===== src/design/rlht_pkg.sv =====
// rlht_pkg: shared types and constants of the rate-limited heading tracker
// holds field widths, register indexes, turn codes and the cordic arctangent table
// no dependencies
`timescale 1ns / 1ps

package rlht_pkg;

	// fixed field widths of the channels
	localparam int unsigned COORD_W    = 12;
	localparam int unsigned TICKS_W    = 24;
	localparam int unsigned ANGLE_W    = 32;
	localparam int unsigned DIR_W      = 2;
	localparam int unsigned CFG_IDX_W  = 2;
	localparam int unsigned CFG_DATA_W = 24;
	localparam int unsigned RATE_W     = 24;

	// offsets enter the rotation scaled by 2^PRESCALE
	localparam int unsigned PRESCALE = 24;

	// angle constants in 2^-32 turn units
	localparam logic [31:0] TURN_HALF    = 32'h8000_0000;
	localparam logic [31:0] TURN_QUARTER = 32'h4000_0000;
	localparam logic [31:0] TURN_3QUART  = 32'hC000_0000;

	// configuration register indexes
	typedef enum logic [CFG_IDX_W-1:0] {
		REG_CENTER_X  = 2'd0,
		REG_CENTER_Y  = 2'd1,
		REG_TURN_RATE = 2'd2
	} cfg_reg_t;

	// turn direction codes
	typedef enum logic [DIR_W-1:0] {
		DIR_NONE = 2'd0,
		DIR_UP   = 2'd1,
		DIR_DOWN = 2'd2
	} turn_dir_t;

	// atan(2^-i) in 2^-32 turn units, rounded to nearest
	function automatic logic [31:0] atan_lut(input logic [4:0] idx);
		logic [31:0] r;
		unique case (idx)
			5'd0:  r = 32'h20000000;
			5'd1:  r = 32'h12E4051E;
			5'd2:  r = 32'h09FB385B;
			5'd3:  r = 32'h051111D4;
			5'd4:  r = 32'h028B0D43;
			5'd5:  r = 32'h0145D7E1;
			5'd6:  r = 32'h00A2F61E;
			5'd7:  r = 32'h00517C55;
			5'd8:  r = 32'h0028BE53;
			5'd9:  r = 32'h00145F2F;
			5'd10: r = 32'h000A2F98;
			5'd11: r = 32'h000517CC;
			5'd12: r = 32'h00028BE6;
			5'd13: r = 32'h000145F3;
			5'd14: r = 32'h0000A2FA;
			5'd15: r = 32'h0000517D;
			5'd16: r = 32'h000028BE;
			5'd17: r = 32'h0000145F;
			5'd18: r = 32'h00000A30;
			5'd19: r = 32'h00000518;
			5'd20: r = 32'h0000028C;
			5'd21: r = 32'h00000146;
			5'd22: r = 32'h000000A3;
			5'd23: r = 32'h00000051;
			5'd24: r = 32'h00000029;
			5'd25: r = 32'h00000014;
			5'd26: r = 32'h0000000A;
			5'd27: r = 32'h00000005;
			5'd28: r = 32'h00000003;
			5'd29: r = 32'h00000001;
			5'd30: r = 32'h00000001;
			default: r = 32'h00000000;
		endcase
		return r;
	endfunction

endpackage


===== src/design/rlht_if.sv =====
// rlht channel interfaces: target request, heading result and register write
// depends on rlht_pkg for the field widths
`timescale 1ns / 1ps

interface rlht_in_if;
	import rlht_pkg::*;
	logic               valid;
	logic               ready;
	logic [COORD_W-1:0] target_x;
	logic [COORD_W-1:0] target_y;
	logic [TICKS_W-1:0] elapsed_ticks;

	modport source (output valid, target_x, target_y, elapsed_ticks, input ready);
	modport sink   (input valid, target_x, target_y, elapsed_ticks, output ready);
endinterface

interface rlht_out_if;
	import rlht_pkg::*;
	logic               valid;
	logic               ready;
	logic [ANGLE_W-1:0] heading;
	logic [ANGLE_W-1:0] bearing;
	logic [DIR_W-1:0]   turn_dir;

	modport source (output valid, heading, bearing, turn_dir, input ready);
	modport sink   (input valid, heading, bearing, turn_dir, output ready);
endinterface

interface rlht_cfg_if;
	import rlht_pkg::*;
	logic                  valid;
	logic                  ready;
	logic [CFG_IDX_W-1:0]  index;
	logic [CFG_DATA_W-1:0] data;

	modport source (output valid, index, data, input ready);
	modport sink   (input valid, index, data, output ready);
endinterface


===== src/design/rate_limited_heading_tracker_top.sv =====
// rate_limited_heading_tracker_top: turns a stored heading toward a target bearing
// depends on rlht_pkg, rlht_if and rlht_cordic
`timescale 1ns / 1ps

// channel  dir  fields                                   accepted when
// in_ch    in   target_x, target_y, elapsed_ticks        valid && ready
// out_ch   out  heading, bearing, turn_dir               valid && ready
// cfg      in   index (0 center_x, 1 center_y, 2 rate)    valid && ready
//
// a request on an axis or at the centre gets its bearing from the cordic directly;
// otherwise the single cordic micro-rotation unit runs up to CORDIC_STEPS rotations,
// and it ends early once the residual y is zero
// in_ch.ready is high only while idle; a finished result waits in the output
// register, so the next request is taken while out_ch is stalled
// cfg is always ready; reset gives heading 0 and the register reset values

module rate_limited_heading_tracker_top #(
	parameter int unsigned ANGLE_BITS   = 32,
	parameter int unsigned COORD_BITS   = 12,
	parameter int unsigned CORDIC_STEPS = 24
) (
	input  logic        clk,
	input  logic        arst_n,
	rlht_in_if.sink     in_ch,
	rlht_out_if.source  out_ch,
	rlht_cfg_if.sink    cfg
);
	import rlht_pkg::*;

	localparam int unsigned PROD_W = RATE_W + TICKS_W;

	typedef enum logic [1:0] {
		ST_IDLE,
		ST_CALC,
		ST_FIN
	} state_t;

	state_t                  state_q;
	logic [COORD_W-1:0]      center_x_q;
	logic [COORD_W-1:0]      center_y_q;
	logic [RATE_W-1:0]       turn_rate_q;
	logic [ANGLE_BITS-1:0]   heading_q;
	logic [ANGLE_BITS-1:0]   step_q;

	logic                    out_valid_q;
	logic [ANGLE_W-1:0]      out_heading_q;
	logic [ANGLE_W-1:0]      out_bearing_q;
	turn_dir_t               out_dir_q;

	logic                    accept;
	logic [15:0]             tx_ext;
	logic [15:0]             ty_ext;
	logic [15:0]             cx_ext;
	logic [15:0]             cy_ext;
	logic signed [COORD_BITS:0] dx;
	logic signed [COORD_BITS:0] dy;
	logic [PROD_W-1:0]       prod;
	logic                    cordic_done;
	logic [31:0]             cordic_z;
	logic [ANGLE_BITS-1:0]   bearing;
	logic [ANGLE_BITS-1:0]   diff;
	logic                    out_free;
	logic                    out_load;
	turn_dir_t               dir;
	logic [ANGLE_BITS-1:0]   heading_nx;

	assign accept   = in_ch.valid && in_ch.ready;
	assign in_ch.ready = (state_q == ST_IDLE);
	assign cfg.ready = 1'b1;

	// offsets from the centre, coordinates cut to COORD_BITS
	assign tx_ext = 16'(in_ch.target_x);
	assign ty_ext = 16'(in_ch.target_y);
	assign cx_ext = 16'(center_x_q);
	assign cy_ext = 16'(center_y_q);
	assign dx = $signed({1'b0, tx_ext[COORD_BITS-1:0]}) - $signed({1'b0, cx_ext[COORD_BITS-1:0]});
	assign dy = $signed({1'b0, ty_ext[COORD_BITS-1:0]}) - $signed({1'b0, cy_ext[COORD_BITS-1:0]});

	// heading step, modulo a turn
	assign prod = PROD_W'(turn_rate_q) * PROD_W'(in_ch.elapsed_ticks);

	rlht_cordic #(
		.COORD_BITS  (COORD_BITS),
		.CORDIC_STEPS(CORDIC_STEPS)
	) u_cordic (
		.clk    (clk),
		.arst_n (arst_n),
		.start  (accept),
		.dx     (dx),
		.dy     (dy),
		.done   (cordic_done),
		.bearing(cordic_z)
	);

	// turn decision on the modular difference
	assign bearing  = cordic_z[31 -: ANGLE_BITS];
	assign diff     = bearing - heading_q;
	assign out_free = !out_valid_q || out_ch.ready;
	assign out_load = (state_q == ST_FIN) && out_free;

	always_comb begin
		priority if (diff == '0) begin
			dir        = DIR_NONE;
			heading_nx = heading_q;
		end else if (!diff[ANGLE_BITS-1]) begin
			dir        = DIR_UP;
			heading_nx = heading_q + step_q;
		end else begin
			dir        = DIR_DOWN;
			heading_nx = heading_q - step_q;
		end
	end

	// configuration registers
	always_ff @(posedge clk or negedge arst_n) begin
		if (!arst_n) begin
			center_x_q  <= COORD_W'(400);
			center_y_q  <= COORD_W'(300);
			turn_rate_q <= RATE_W'(179);
		end else if (cfg.valid) begin
			unique case (cfg.index)
				REG_CENTER_X:  center_x_q  <= cfg.data[COORD_W-1:0];
				REG_CENTER_Y:  center_y_q  <= cfg.data[COORD_W-1:0];
				REG_TURN_RATE: turn_rate_q <= cfg.data[RATE_W-1:0];
				default: ;
			endcase
		end
	end

	// sequencer, heading state and output register
	always_ff @(posedge clk or negedge arst_n) begin
		if (!arst_n) begin
			state_q     <= ST_IDLE;
			heading_q   <= '0;
			out_valid_q <= 1'b0;
		end else begin
			if (out_load) begin
				out_valid_q <= 1'b1;
			end else if (out_ch.ready) begin
				out_valid_q <= 1'b0;
			end
			unique case (state_q)
				ST_IDLE: begin
					if (accept) begin
						step_q  <= prod[ANGLE_BITS-1:0];
						state_q <= ST_CALC;
					end
				end
				ST_CALC: begin
					if (cordic_done) begin
						state_q <= ST_FIN;
					end
				end
				ST_FIN: begin
					if (out_free) begin
						heading_q     <= heading_nx;
						out_heading_q <= ANGLE_W'(heading_nx);
						out_bearing_q <= ANGLE_W'(bearing);
						out_dir_q     <= dir;
						state_q       <= ST_IDLE;
					end
				end
				default: state_q <= ST_IDLE;
			endcase
		end
	end

	assign out_ch.valid    = out_valid_q;
	assign out_ch.heading  = out_heading_q;
	assign out_ch.bearing  = out_bearing_q;
	assign out_ch.turn_dir = out_dir_q;

endmodule


===== src/design/rlht_cordic.sv =====
// rlht_cordic: iterative vectoring cordic, one micro-rotation per cycle
// gives the bearing of (dx, dy) in 2^-32 turn units; depends on rlht_pkg
`timescale 1ns / 1ps

module rlht_cordic #(
	parameter int unsigned COORD_BITS   = 12,
	parameter int unsigned CORDIC_STEPS = 24
) (
	input  logic                        clk,
	input  logic                        arst_n,
	input  logic                        start,
	input  logic signed [COORD_BITS:0]  dx,
	input  logic signed [COORD_BITS:0]  dy,
	output logic                        done,
	output logic [31:0]                 bearing
);
	import rlht_pkg::*;

	// room for sign, cordic gain and the prescale
	localparam int unsigned W  = COORD_BITS + PRESCALE + 3;
	localparam int unsigned CW = $clog2(CORDIC_STEPS + 1);

	typedef enum logic {
		ST_IDLE,
		ST_ROT
	} cstate_t;

	cstate_t               state_q;
	logic signed [W-1:0]   x_q;
	logic signed [W-1:0]   y_q;
	logic [31:0]           z_q;
	logic [CW-1:0]         i_q;
	logic                  done_q;

	logic signed [W-1:0]   ex;
	logic signed [W-1:0]   ey;
	logic signed [W-1:0]   x_sh;
	logic signed [W-1:0]   y_sh;
	logic [31:0]           atan_i;
	logic                  finish;
	logic                  trivial;

	// sign-extend and fold into the right half plane
	always_comb begin
		ex = W'(dx);
		ey = W'(dy);
		if (dx < 0) begin
			ex = -ex;
			ey = -ey;
		end
	end

	// shared shifter and table lookup for the current step
	assign x_sh    = x_q >>> i_q;
	assign y_sh    = y_q >>> i_q;
	assign atan_i  = atan_lut(5'(i_q));
	assign finish  = (y_q == '0) || (i_q == CW'(CORDIC_STEPS));
	assign trivial = (dx == 0) || (dy == 0);

	// sequencer and micro-rotation
	always_ff @(posedge clk or negedge arst_n) begin
		if (!arst_n) begin
			state_q <= ST_IDLE;
			done_q  <= 1'b0;
			i_q     <= '0;
		end else begin
			done_q <= (state_q == ST_ROT) ? finish : (start && trivial);
			unique case (state_q)
				ST_IDLE: begin
					if (start) begin
						i_q <= '0;
						x_q <= ex <<< PRESCALE;
						y_q <= ey <<< PRESCALE;
						priority if (dx == 0 && dy == 0) begin
							z_q <= '0;
						end else if (dy == 0) begin
							z_q <= (dx > 0) ? 32'd0 : TURN_HALF;
						end else if (dx == 0) begin
							z_q <= (dy > 0) ? TURN_QUARTER : TURN_3QUART;
						end else begin
							z_q     <= (dx < 0) ? TURN_HALF : 32'd0;
							state_q <= ST_ROT;
						end
					end
				end
				ST_ROT: begin
					if (finish) begin
						state_q <= ST_IDLE;
					end else begin
						if (!y_q[W-1]) begin
							x_q <= x_q + y_sh;
							y_q <= y_q - x_sh;
							z_q <= z_q + atan_i;
						end else begin
							x_q <= x_q - y_sh;
							y_q <= y_q + x_sh;
							z_q <= z_q - atan_i;
						end
						i_q <= i_q + 1'b1;
					end
				end
				default: state_q <= ST_IDLE;
			endcase
		end
	end

	assign done    = done_q;
	assign bearing = z_q;

endmodule

===== src/flat_wrapper.sv =====
// flat-port wrapper written by rule: the top's interface ports become plain ports
module rate_limited_heading_tracker_top_flat import rlht_pkg::*;
#(
	parameter int unsigned ANGLE_BITS   = 32,
	parameter int unsigned COORD_BITS   = 12,
	parameter int unsigned CORDIC_STEPS = 24
)
  (clk, arst_n, in_ch_valid, in_ch_target_x, in_ch_target_y, in_ch_elapsed_ticks, in_ch_ready, out_ch_valid, out_ch_heading, out_ch_bearing, out_ch_turn_dir, out_ch_ready, cfg_valid, cfg_index, cfg_data, cfg_ready);
  rlht_in_if in_ch_i ();
  rlht_out_if out_ch_i ();
  rlht_cfg_if cfg_i ();
  input  logic clk;
  input  logic arst_n;
  input wire logic [$bits(in_ch_i.valid)-1:0] in_ch_valid;
  input wire logic [$bits(in_ch_i.target_x)-1:0] in_ch_target_x;
  input wire logic [$bits(in_ch_i.target_y)-1:0] in_ch_target_y;
  input wire logic [$bits(in_ch_i.elapsed_ticks)-1:0] in_ch_elapsed_ticks;
  output wire logic [$bits(in_ch_i.ready)-1:0] in_ch_ready;
  output wire logic [$bits(out_ch_i.valid)-1:0] out_ch_valid;
  output wire logic [$bits(out_ch_i.heading)-1:0] out_ch_heading;
  output wire logic [$bits(out_ch_i.bearing)-1:0] out_ch_bearing;
  output wire logic [$bits(out_ch_i.turn_dir)-1:0] out_ch_turn_dir;
  input wire logic [$bits(out_ch_i.ready)-1:0] out_ch_ready;
  input wire logic [$bits(cfg_i.valid)-1:0] cfg_valid;
  input wire logic [$bits(cfg_i.index)-1:0] cfg_index;
  input wire logic [$bits(cfg_i.data)-1:0] cfg_data;
  output wire logic [$bits(cfg_i.ready)-1:0] cfg_ready;
  assign in_ch_i.valid = in_ch_valid;
  assign in_ch_i.target_x = in_ch_target_x;
  assign in_ch_i.target_y = in_ch_target_y;
  assign in_ch_i.elapsed_ticks = in_ch_elapsed_ticks;
  assign in_ch_ready = in_ch_i.ready;
  assign out_ch_valid = out_ch_i.valid;
  assign out_ch_heading = out_ch_i.heading;
  assign out_ch_bearing = out_ch_i.bearing;
  assign out_ch_turn_dir = out_ch_i.turn_dir;
  assign out_ch_i.ready = out_ch_ready;
  assign cfg_i.valid = cfg_valid;
  assign cfg_i.index = cfg_index;
  assign cfg_i.data = cfg_data;
  assign cfg_ready = cfg_i.ready;
  rate_limited_heading_tracker_top #(.ANGLE_BITS(ANGLE_BITS), .COORD_BITS(COORD_BITS), .CORDIC_STEPS(CORDIC_STEPS)) u_core (.clk(clk), .arst_n(arst_n), .in_ch(in_ch_i), .out_ch(out_ch_i), .cfg(cfg_i));
endmodule

===== config.mk =====
export PLATFORM = sky130hd
export DESIGN_NAME = rate_limited_heading_tracker_top_flat
export DESIGN_NICKNAME = d
export VERILOG_FILES = /design/src/design/rlht_pkg.sv /design/src/design/rlht_if.sv /design/src/design/rate_limited_heading_tracker_top.sv /design/src/design/rlht_cordic.sv /design/src/flat_wrapper.sv
export SDC_FILE = /design/constraint.sdc
export NUM_CORES = 2
export LEC_CHECK = 0
export ABC_AREA = 0
export BUFFER_PORTS_ARGS = -buffer_cell sky130_fd_sc_hd__buf_2
export CAP_MARGIN = 40
export CORE_UTILIZATION = 33
export CTS_BUF_LIST = sky130_fd_sc_hd__clkbuf_16
export DETAILED_ROUTE_END_ITERATION = 8
export PLACE_DENSITY = 0.58
export RECOVER_POWER = 25
export SLEW_MARGIN = 20
export SYNTH_ARGS = -nofsm -noshare
export SYNTH_HDL_FRONTEND = slang
export SYNTH_HIERARCHICAL = 1
export SYNTH_SLANG_ARGS = --single-unit
export TNS_END_PERCENT = 100

===== constraint.sdc =====
create_clock -name clk -period 16.63 [get_ports clk]
set_clock_uncertainty 0.2 [all_clocks]
set_input_delay 2.4945 -clock clk [delete_from_list [all_inputs] [get_ports clk]]
set_output_delay 2.4945 -clock clk [all_outputs]
set_load 0.03 [all_outputs]

# ---- Word level (Yosys, flattened, before mapping)
# Memories as Yosys holds them, arrays and structs flattened.
# Cells that the tools add are included.
dict set report word_totals {
  ff_bits 298
  mem_bits_ro 960
  out_inout_bits 69
  memories 1
}
dict set report op_classes {
  n_addsub 14
  n_mul 1
  magnitude_cmp 3
  eq_ne 10
  n_shift 2
  mux 39
  n_bitwise 1
  n_reduce_logical 24
}
# memory depth width rd rd_ports_with_merged_regs wr line
set memory_table {}
lappend memory_table {{(no name shown)} 32 30 1 0 0 rlht_pkg.sv:42} ;# unique case (idx)
# operator count
set op_table {}
lappend op_table {{32-bit 2-to-1 mux} 11}
lappend op_table {{39-bit 2-to-1 mux} 6}
lappend op_table {{39-bit one-hot mux with 2 select lines} 2}
lappend op_table {{32-bit zero test} 3}
lappend op_table {{32-bit subtractor} 3}
lappend op_table {{39-bit adder} 2}
lappend op_table {{39-bit by 5-bit >>> shifter with 39-bit output} 2}
lappend op_table {{39-bit subtractor} 2}
lappend op_table {{32-bit adder} 2}
lappend op_table {{32-bit one-hot mux with 2 select lines} 1}
lappend op_table {{39-bit zero test} 1}
lappend op_table {{24-bit by 24-bit multiplier with 32-bit output} 1}
lappend op_table {{15-bit 2-to-1 mux} 2}
lappend op_table {{13-bit negator with 15-bit output} 2}
lappend op_table {{13-bit by 1-bit > comparator with 1-bit output, second input constant} 2}
lappend op_table {{12-bit by 12-bit subtractor with 13-bit output} 2}
lappend op_table {{13-bit by 1-bit < comparator with 1-bit output, second input constant} 1}
lappend op_table {{3-bit AND reduction} 4}
lappend op_table {{5-bit 2-to-1 mux} 2}
lappend op_table {{5-bit one-hot mux with 2 select lines} 1}
lappend op_table {{2-bit AND reduction} 5}
lappend op_table {{1-bit 2-to-1 mux} 8}
lappend op_table {{2-bit 2-to-1 mux} 4}
lappend op_table {{2-bit inequality test, second input constant} 4}
lappend op_table {{13 further kinds} 21}

# ---- Depth between registers and ports, before layout
dict set report depth {
  depth_word 8
  mapped_depth 32
}

# ---- Modules after synthesis
# Netlist, hierarchy kept.
# mod instances cells_per_inst area_per_inst_um2 seq_area_each_um2
set modules_own_cells {}
lappend modules_own_cells {rate_limited_heading_tracker_top 1 2708 25580.8 5034.8}
lappend modules_own_cells {rlht_cordic 1 2261 19301.0 3478.3}

# ---- Worst setup path before layout
# Ideal clock, no wire load.
dict set report synth_timing {
  path_type {register to register}
  from {reg u_core.u_cordic.i_q[1]}
  to {reg u_core.u_cordic.z_q[0] (netlist: u_core/u_cordic/bearing[0]) (enable)}
  setup_time_ns 0.748
  t_arrival_ns 10.820
  t_required_ns 15.682
  slack_ns 4.862
  stages_incl_launch_ff 15
  n_path_buf 8
  period_less_slack_ns 11.768
  cell_sequence {dfrtp_1 buf_2 clkinv_1 buf_1 buf_2 buf_2 buf_1 buf_1 ha_1 clkbuf_1 nor2b_1 nand2_1 o311ai_0 clkbuf_1 a21boi_0}
}
dict set report synth_via {
  elab_chain_len 4
}
# element line
set synth_rtl {}
lappend synth_rtl {{start, declared} rlht_cordic.sv:32} ;# logic [CW-1:0] i_q;
lappend synth_rtl {{start signal, assigned} rlht_cordic.sv:99} ;# i_q <= i_q + 1'b1;
lappend synth_rtl {{5-bit equality test} rlht_cordic.sv:57} ;# assign finish = (y_q == '0) || (i_q == CW'(CORDIC_STEPS));
lappend synth_rtl {{1-bit logical OR} rlht_cordic.sv:57}
lappend synth_rtl {{2-bit inequality test (no line)} --}
lappend synth_rtl {{3-bit AND reduction (no line)} --}
lappend synth_rtl {{end signal, assigned} rlht_cordic.sv:77} ;# z_q <= (dx > 0) ? 32'd0 : TURN_HALF;
lappend synth_rtl {{end signal, assigned} rlht_cordic.sv:79} ;# z_q <= (dy > 0) ? TURN_QUARTER : TURN_3QUART;
lappend synth_rtl {{end signal, assigned} rlht_cordic.sv:81} ;# z_q <= (dx < 0) ? TURN_HALF : 32'd0;
lappend synth_rtl {{end, declared} rlht_cordic.sv:31} ;# logic [31:0] z_q;
# No other way between the ends.
# A chain may end at the register's enable or synchronous reset.

# ---- Worst setup path after layout
dict set report layout_timing {
  from {in in_ch_elapsed_ticks[0]}
  to {reg u_core.step_q[31] (data pin)}
}
dict set report layout_via {
  elab_chain_len 1
}
# element line
set layout_rtl {}
lappend layout_rtl {{start, declared} flat_wrapper.sv:17} ;# input wire logic [$bits(in_ch_i.elapsed_ticks)-1:0] in_ch_elapsed_ticks;
lappend layout_rtl {{24-bit by 24-bit multiplier with 32-bit output} rate_limited_heading_tracker_top.sv:80} ;# assign prod = PROD_W'(turn_rate_q) * PROD_W'(in_ch.elapsed_ticks);
lappend layout_rtl {{via u_core.prod[31]} rate_limited_heading_tracker_top.sv:57} ;# logic [PROD_W-1:0] prod;
lappend layout_rtl {{end signal, assigned} rate_limited_heading_tracker_top.sv:145} ;# step_q <= prod[ANGLE_BITS-1:0];
lappend layout_rtl {{end, declared} rate_limited_heading_tracker_top.sv:43} ;# logic [ANGLE_BITS-1:0] step_q;
# The timed path passes the listed nets, and every way through them passes these cells.

==> impl_results.md <==
* Status: finished, violations left
* Violated checks: capacitance limit, slew limit
* Post-CTS sizing at 0
* R2R depth at 22
* Initial Util at 0.335
* Post-CTS Setup Repair Bufs at 0
* Initial antenna violation count at 10
* Critical Path Most Common Cell: fa_1
* Synth unique cells at 115
* Number of buffers created by CTS at 42
* WP data arrival at ~9.5 ns
* Cell Area, Synth at 0.0449 mm^2
* WL met2 at between 60 and 70 mm
* Chip Width at 371 um
* Critical path launch point type: input pin
* Critical path's largest stage delay at a little under 0.8 ns
* Data required time of the critical path at roughly 17 ns
* Hold crit path type: reg -> reg
* Die area at 0.137 mm^2
* Fmax at 107 MHz
* Area growth from synthesis to layout at 8.49%
* Flop-to-flop setup slack at between 7 and 8 ns
* Setup slack after layout at slightly above 7 ns
* CTS tree: yes
* Worst setup path endpoint: u_core/step_q[31]
* Critical path class: in -> reg
* ANT nets after route at 0
* Fin crit share at 0.564
* Finished Core Util at 0.363
* Worst slack, placed at between 6 and 7 ns
* DRC Markers at 0
* First-pass detailed-route iteration total at 6
* Max Cap Viol at 3
* Slew Viols, Final at approximately 120
* CP endpoint kind: flop
* Clk sinks at slightly below 300
* Post-synth EDFFs at between 200 and 250
* First-pass GRT wire length at 216 mm
* Tot GR Track Use at 0.201
* CP max stage cell: clkbuf_1
* Most common cell after layout, fill and taps aside: inv_1
* Layout cell share with drive strength beyond 1 at 0.103
* Hpwl dp at around 110 mm
* Period minus WS final at about 9.4 ns
* Drt total wl at ~140 mm
* Cells along the critical path: clkbuf_1 > and2_1 > fa_1 > inv_1 > fa_1 > fa_1 > inv_1 > fa_1 > fa_1 > fa_1 > inv_1 > fa_1 > inv_1 > ha_1 > nand2_1 > or2_2 > nand3b_1 > a31o_2 > a31oi_1 > nor4_1 > or4_1 > nand3_1 > o41ai_1 > xnor2_1
* Vias in the first global route at roughly 36000
* M1 WL at about 64 mm
* Fraction of registers with async set/reset at 0.302
* Top FF cell, synth: edfxtp_1
* R2R Path Start: u_core/u_cordic/i_q[0]
* Core Rows at 134
* Routed length per instance at approximately 21 um
* WP depth at 24
* Via/cell ratio at ~5.4
* Largest net degree at the start of global routing at 86
* Routability cong. at approximately 0.96
* Core footprint at 0.134 mm^2
* I/O pin total at around 150
* Remaining Overflow, GRT at 0
* PortBufs at around 150
* Setup TNS at 0 ns
* RSZ-0062 raised after global routing: false
* CTS Buffer Depth at 3
* Sequential element share of the synthesized area at 0.190
* Synth Instances at 4969
* Tightest Pin Transition at 2.94 ns
* Vias at 36700
* Final setup viols at 0
* R2r endpoint: u_core/u_cordic/y_q[37]
* Worst-Skew Late Latency at approximately 0.64 ns
* Slew headroom at -0.962
* Chip Height at 371 um
* Met3 routed WL at 9.90 mm
* Mean Syn Cell Area at between 9 and 10 um^2
* CP Max Fanout at 24
* Nets at 5744
* Commonest non-fill, non-tap cells in the layout: 611 x inv_1, 439 x nand2_1, 372 x fa_1
* Net Count, Synth at 5732
* Crit-path leading delay family: adder cells
* Hold Vio Cnt, Final at 0
* # placed instances at approximately 6700
* Starting DRT DRC Count at approximately 3300
* Critical path buffer and inverter count at 5
* Setup crit start: in_ch_elapsed_ticks[0]
* Top sig layer: met5
* Post-cts hold buffer count at 0
* Synthesized flop and latch total at between 200 and 300
* Root buf cell: clkbuf_16
* ANT cells at 0
* Fin cells at between 6000 and 7000
* CTS H-tree depth at 2
* CTS clk-pin slew, worst paths at around 0.050 ns
* Synth warnings at 6
layout make-up:
class | instances | area [um^2]
fillers | 13800 | 85400
well taps | 1768 | 2210
repair buffers | 205 | 1280
multi-input cells | 3828 | 33000
flip-flops and latches | 298 | 8540
clock buffers | 42 | 1050
clock inverters | 34 | 314
inverters | 606 | 2270
state kept, by name, indices dropped and copies added (netlist names), 5 cells and up:
signal,flops
u_core/center_x_q,12
u_core/center_y_q,12
u_core/heading_q,32
u_core/out_ch.bearing,32
u_core/out_ch.heading,32
u_core/step_q,32
u_core/turn_rate_q,24
u_core/u_cordic/bearing,32
u_core/u_cordic/i_q,5
u_core/u_cordic/x_q,39
u_core/u_cordic/y_q,39
kinds of logic (layout without fill, tap and decap cells):
family                   after synthesis  after routing  share of synthesized area
AO/OA/AOI/OAI                        996            996                      0.142
XOR/XNOR                             330            330                     0.0650
flip-flops                           298            298                      0.190
other                                  1              1                  0.0000836
adder cells (fa/ha/maj)              685            685                      0.253
AND/OR/NAND/NOR                     1491           1491                      0.171
buffers and inverters                843            887                     0.0754
multiplexers                         325            325                      0.103
synth_stat cells, types with 25 or more instances:
cell type,count,area [um^2]
inv_1,603,2260
nand2_1,439,1650
fa_1,372,7450
and2_1,367,2300
ha_1,312,3900
a21oi_1,295,1480
nor2_1,252,946
xnor2_1,218,1910
o21ai_0,213,1070
edfxtp_1,208,6250
clkbuf_1,152,571
mux2_2,111,1250
xor2_1,109,955
mux2i_1,92,921
a21o_1,81,608
dfrtp_1,78,1950
mux4_2,77,1730
nor3_1,71,355
nand3_1,63,315
nor2b_1,60,375
nand2b_1,50,313
buf_2,41,205
o21a_1,41,308
a211oi_1,39,293
a31oi_1,37,231
and3_1,36,225
o211ai_1,32,240
mux2_1,30,338
o31ai_1,29,218
nor4_1,26,163
o21bai_1,26,195
or3_1,25,156
layer usage:
| metal | track usage | up-vias |
|---|---|---|
| li1 | - | 17200 |
| met1 | 0.280 | 18100 |
| met2 | 0.317 | 1295 |
| met3 | 0.0364 | 230 |
| met4 | 0.0582 | 12 |
| met5 | 0 | - |
worst reg2reg max path: stages (launching register included):
cell	delay [ns]
dfrtp_4	0.53
buf_16	0.29
buf_4	0.58
mux4_2	0.67
a222oi_1	0.97
mux2i_1	0.23
a221oi_2	0.56
nand3_2	0.18
nand3b_4	0.24
o41ai_1	0.45
xnor2_1	0.12
ha_1	0.38
nand3_1	0.13
or2_2	0.29
nor3_1	0.39
o2111ai_1	0.22
and2_1	0.23
o41a_1	0.46
o21ai_0	0.52
a41oi_1	0.22
or3_1	0.43
xor2_1	0.17
a21oi_1	0.08
metrics by stage:
step | instance area (um^2) | hold slack, ns
final | 48700 | 0.287
after global routing | 48700 | 0.309
after CTS | 48600 | 0.280
after detailed placement | 47200 | 0.273
after global placement | 47100 | 0.260
after floorplan | 44900 | 0.246
how the worst min path moves through the flow:
stage / startpoint / endpoint / slack (ns) / depth (start not counted)
floorplan: u_core/state_q[1] / u_core/state_q[0] / 0.25 / 1
global placement: u_core/state_q[1] / u_core/state_q[0] / 0.26 / 1
detailed placement: u_core/state_q[1] / u_core/state_q[0] / 0.27 / 1
CTS: u_core/state_q[1] / u_core/state_q[0] / 0.28 / 1
global route: u_core/state_q[1] / u_core/state_q[0] / 0.31 / 1
finish: u_core/state_q[1] / u_core/state_q[0] / 0.29 / 1
Power is left out: the tool's default activity adds up to more than one toggle a clock period on the data nets, which glitch-free logic cannot reach.
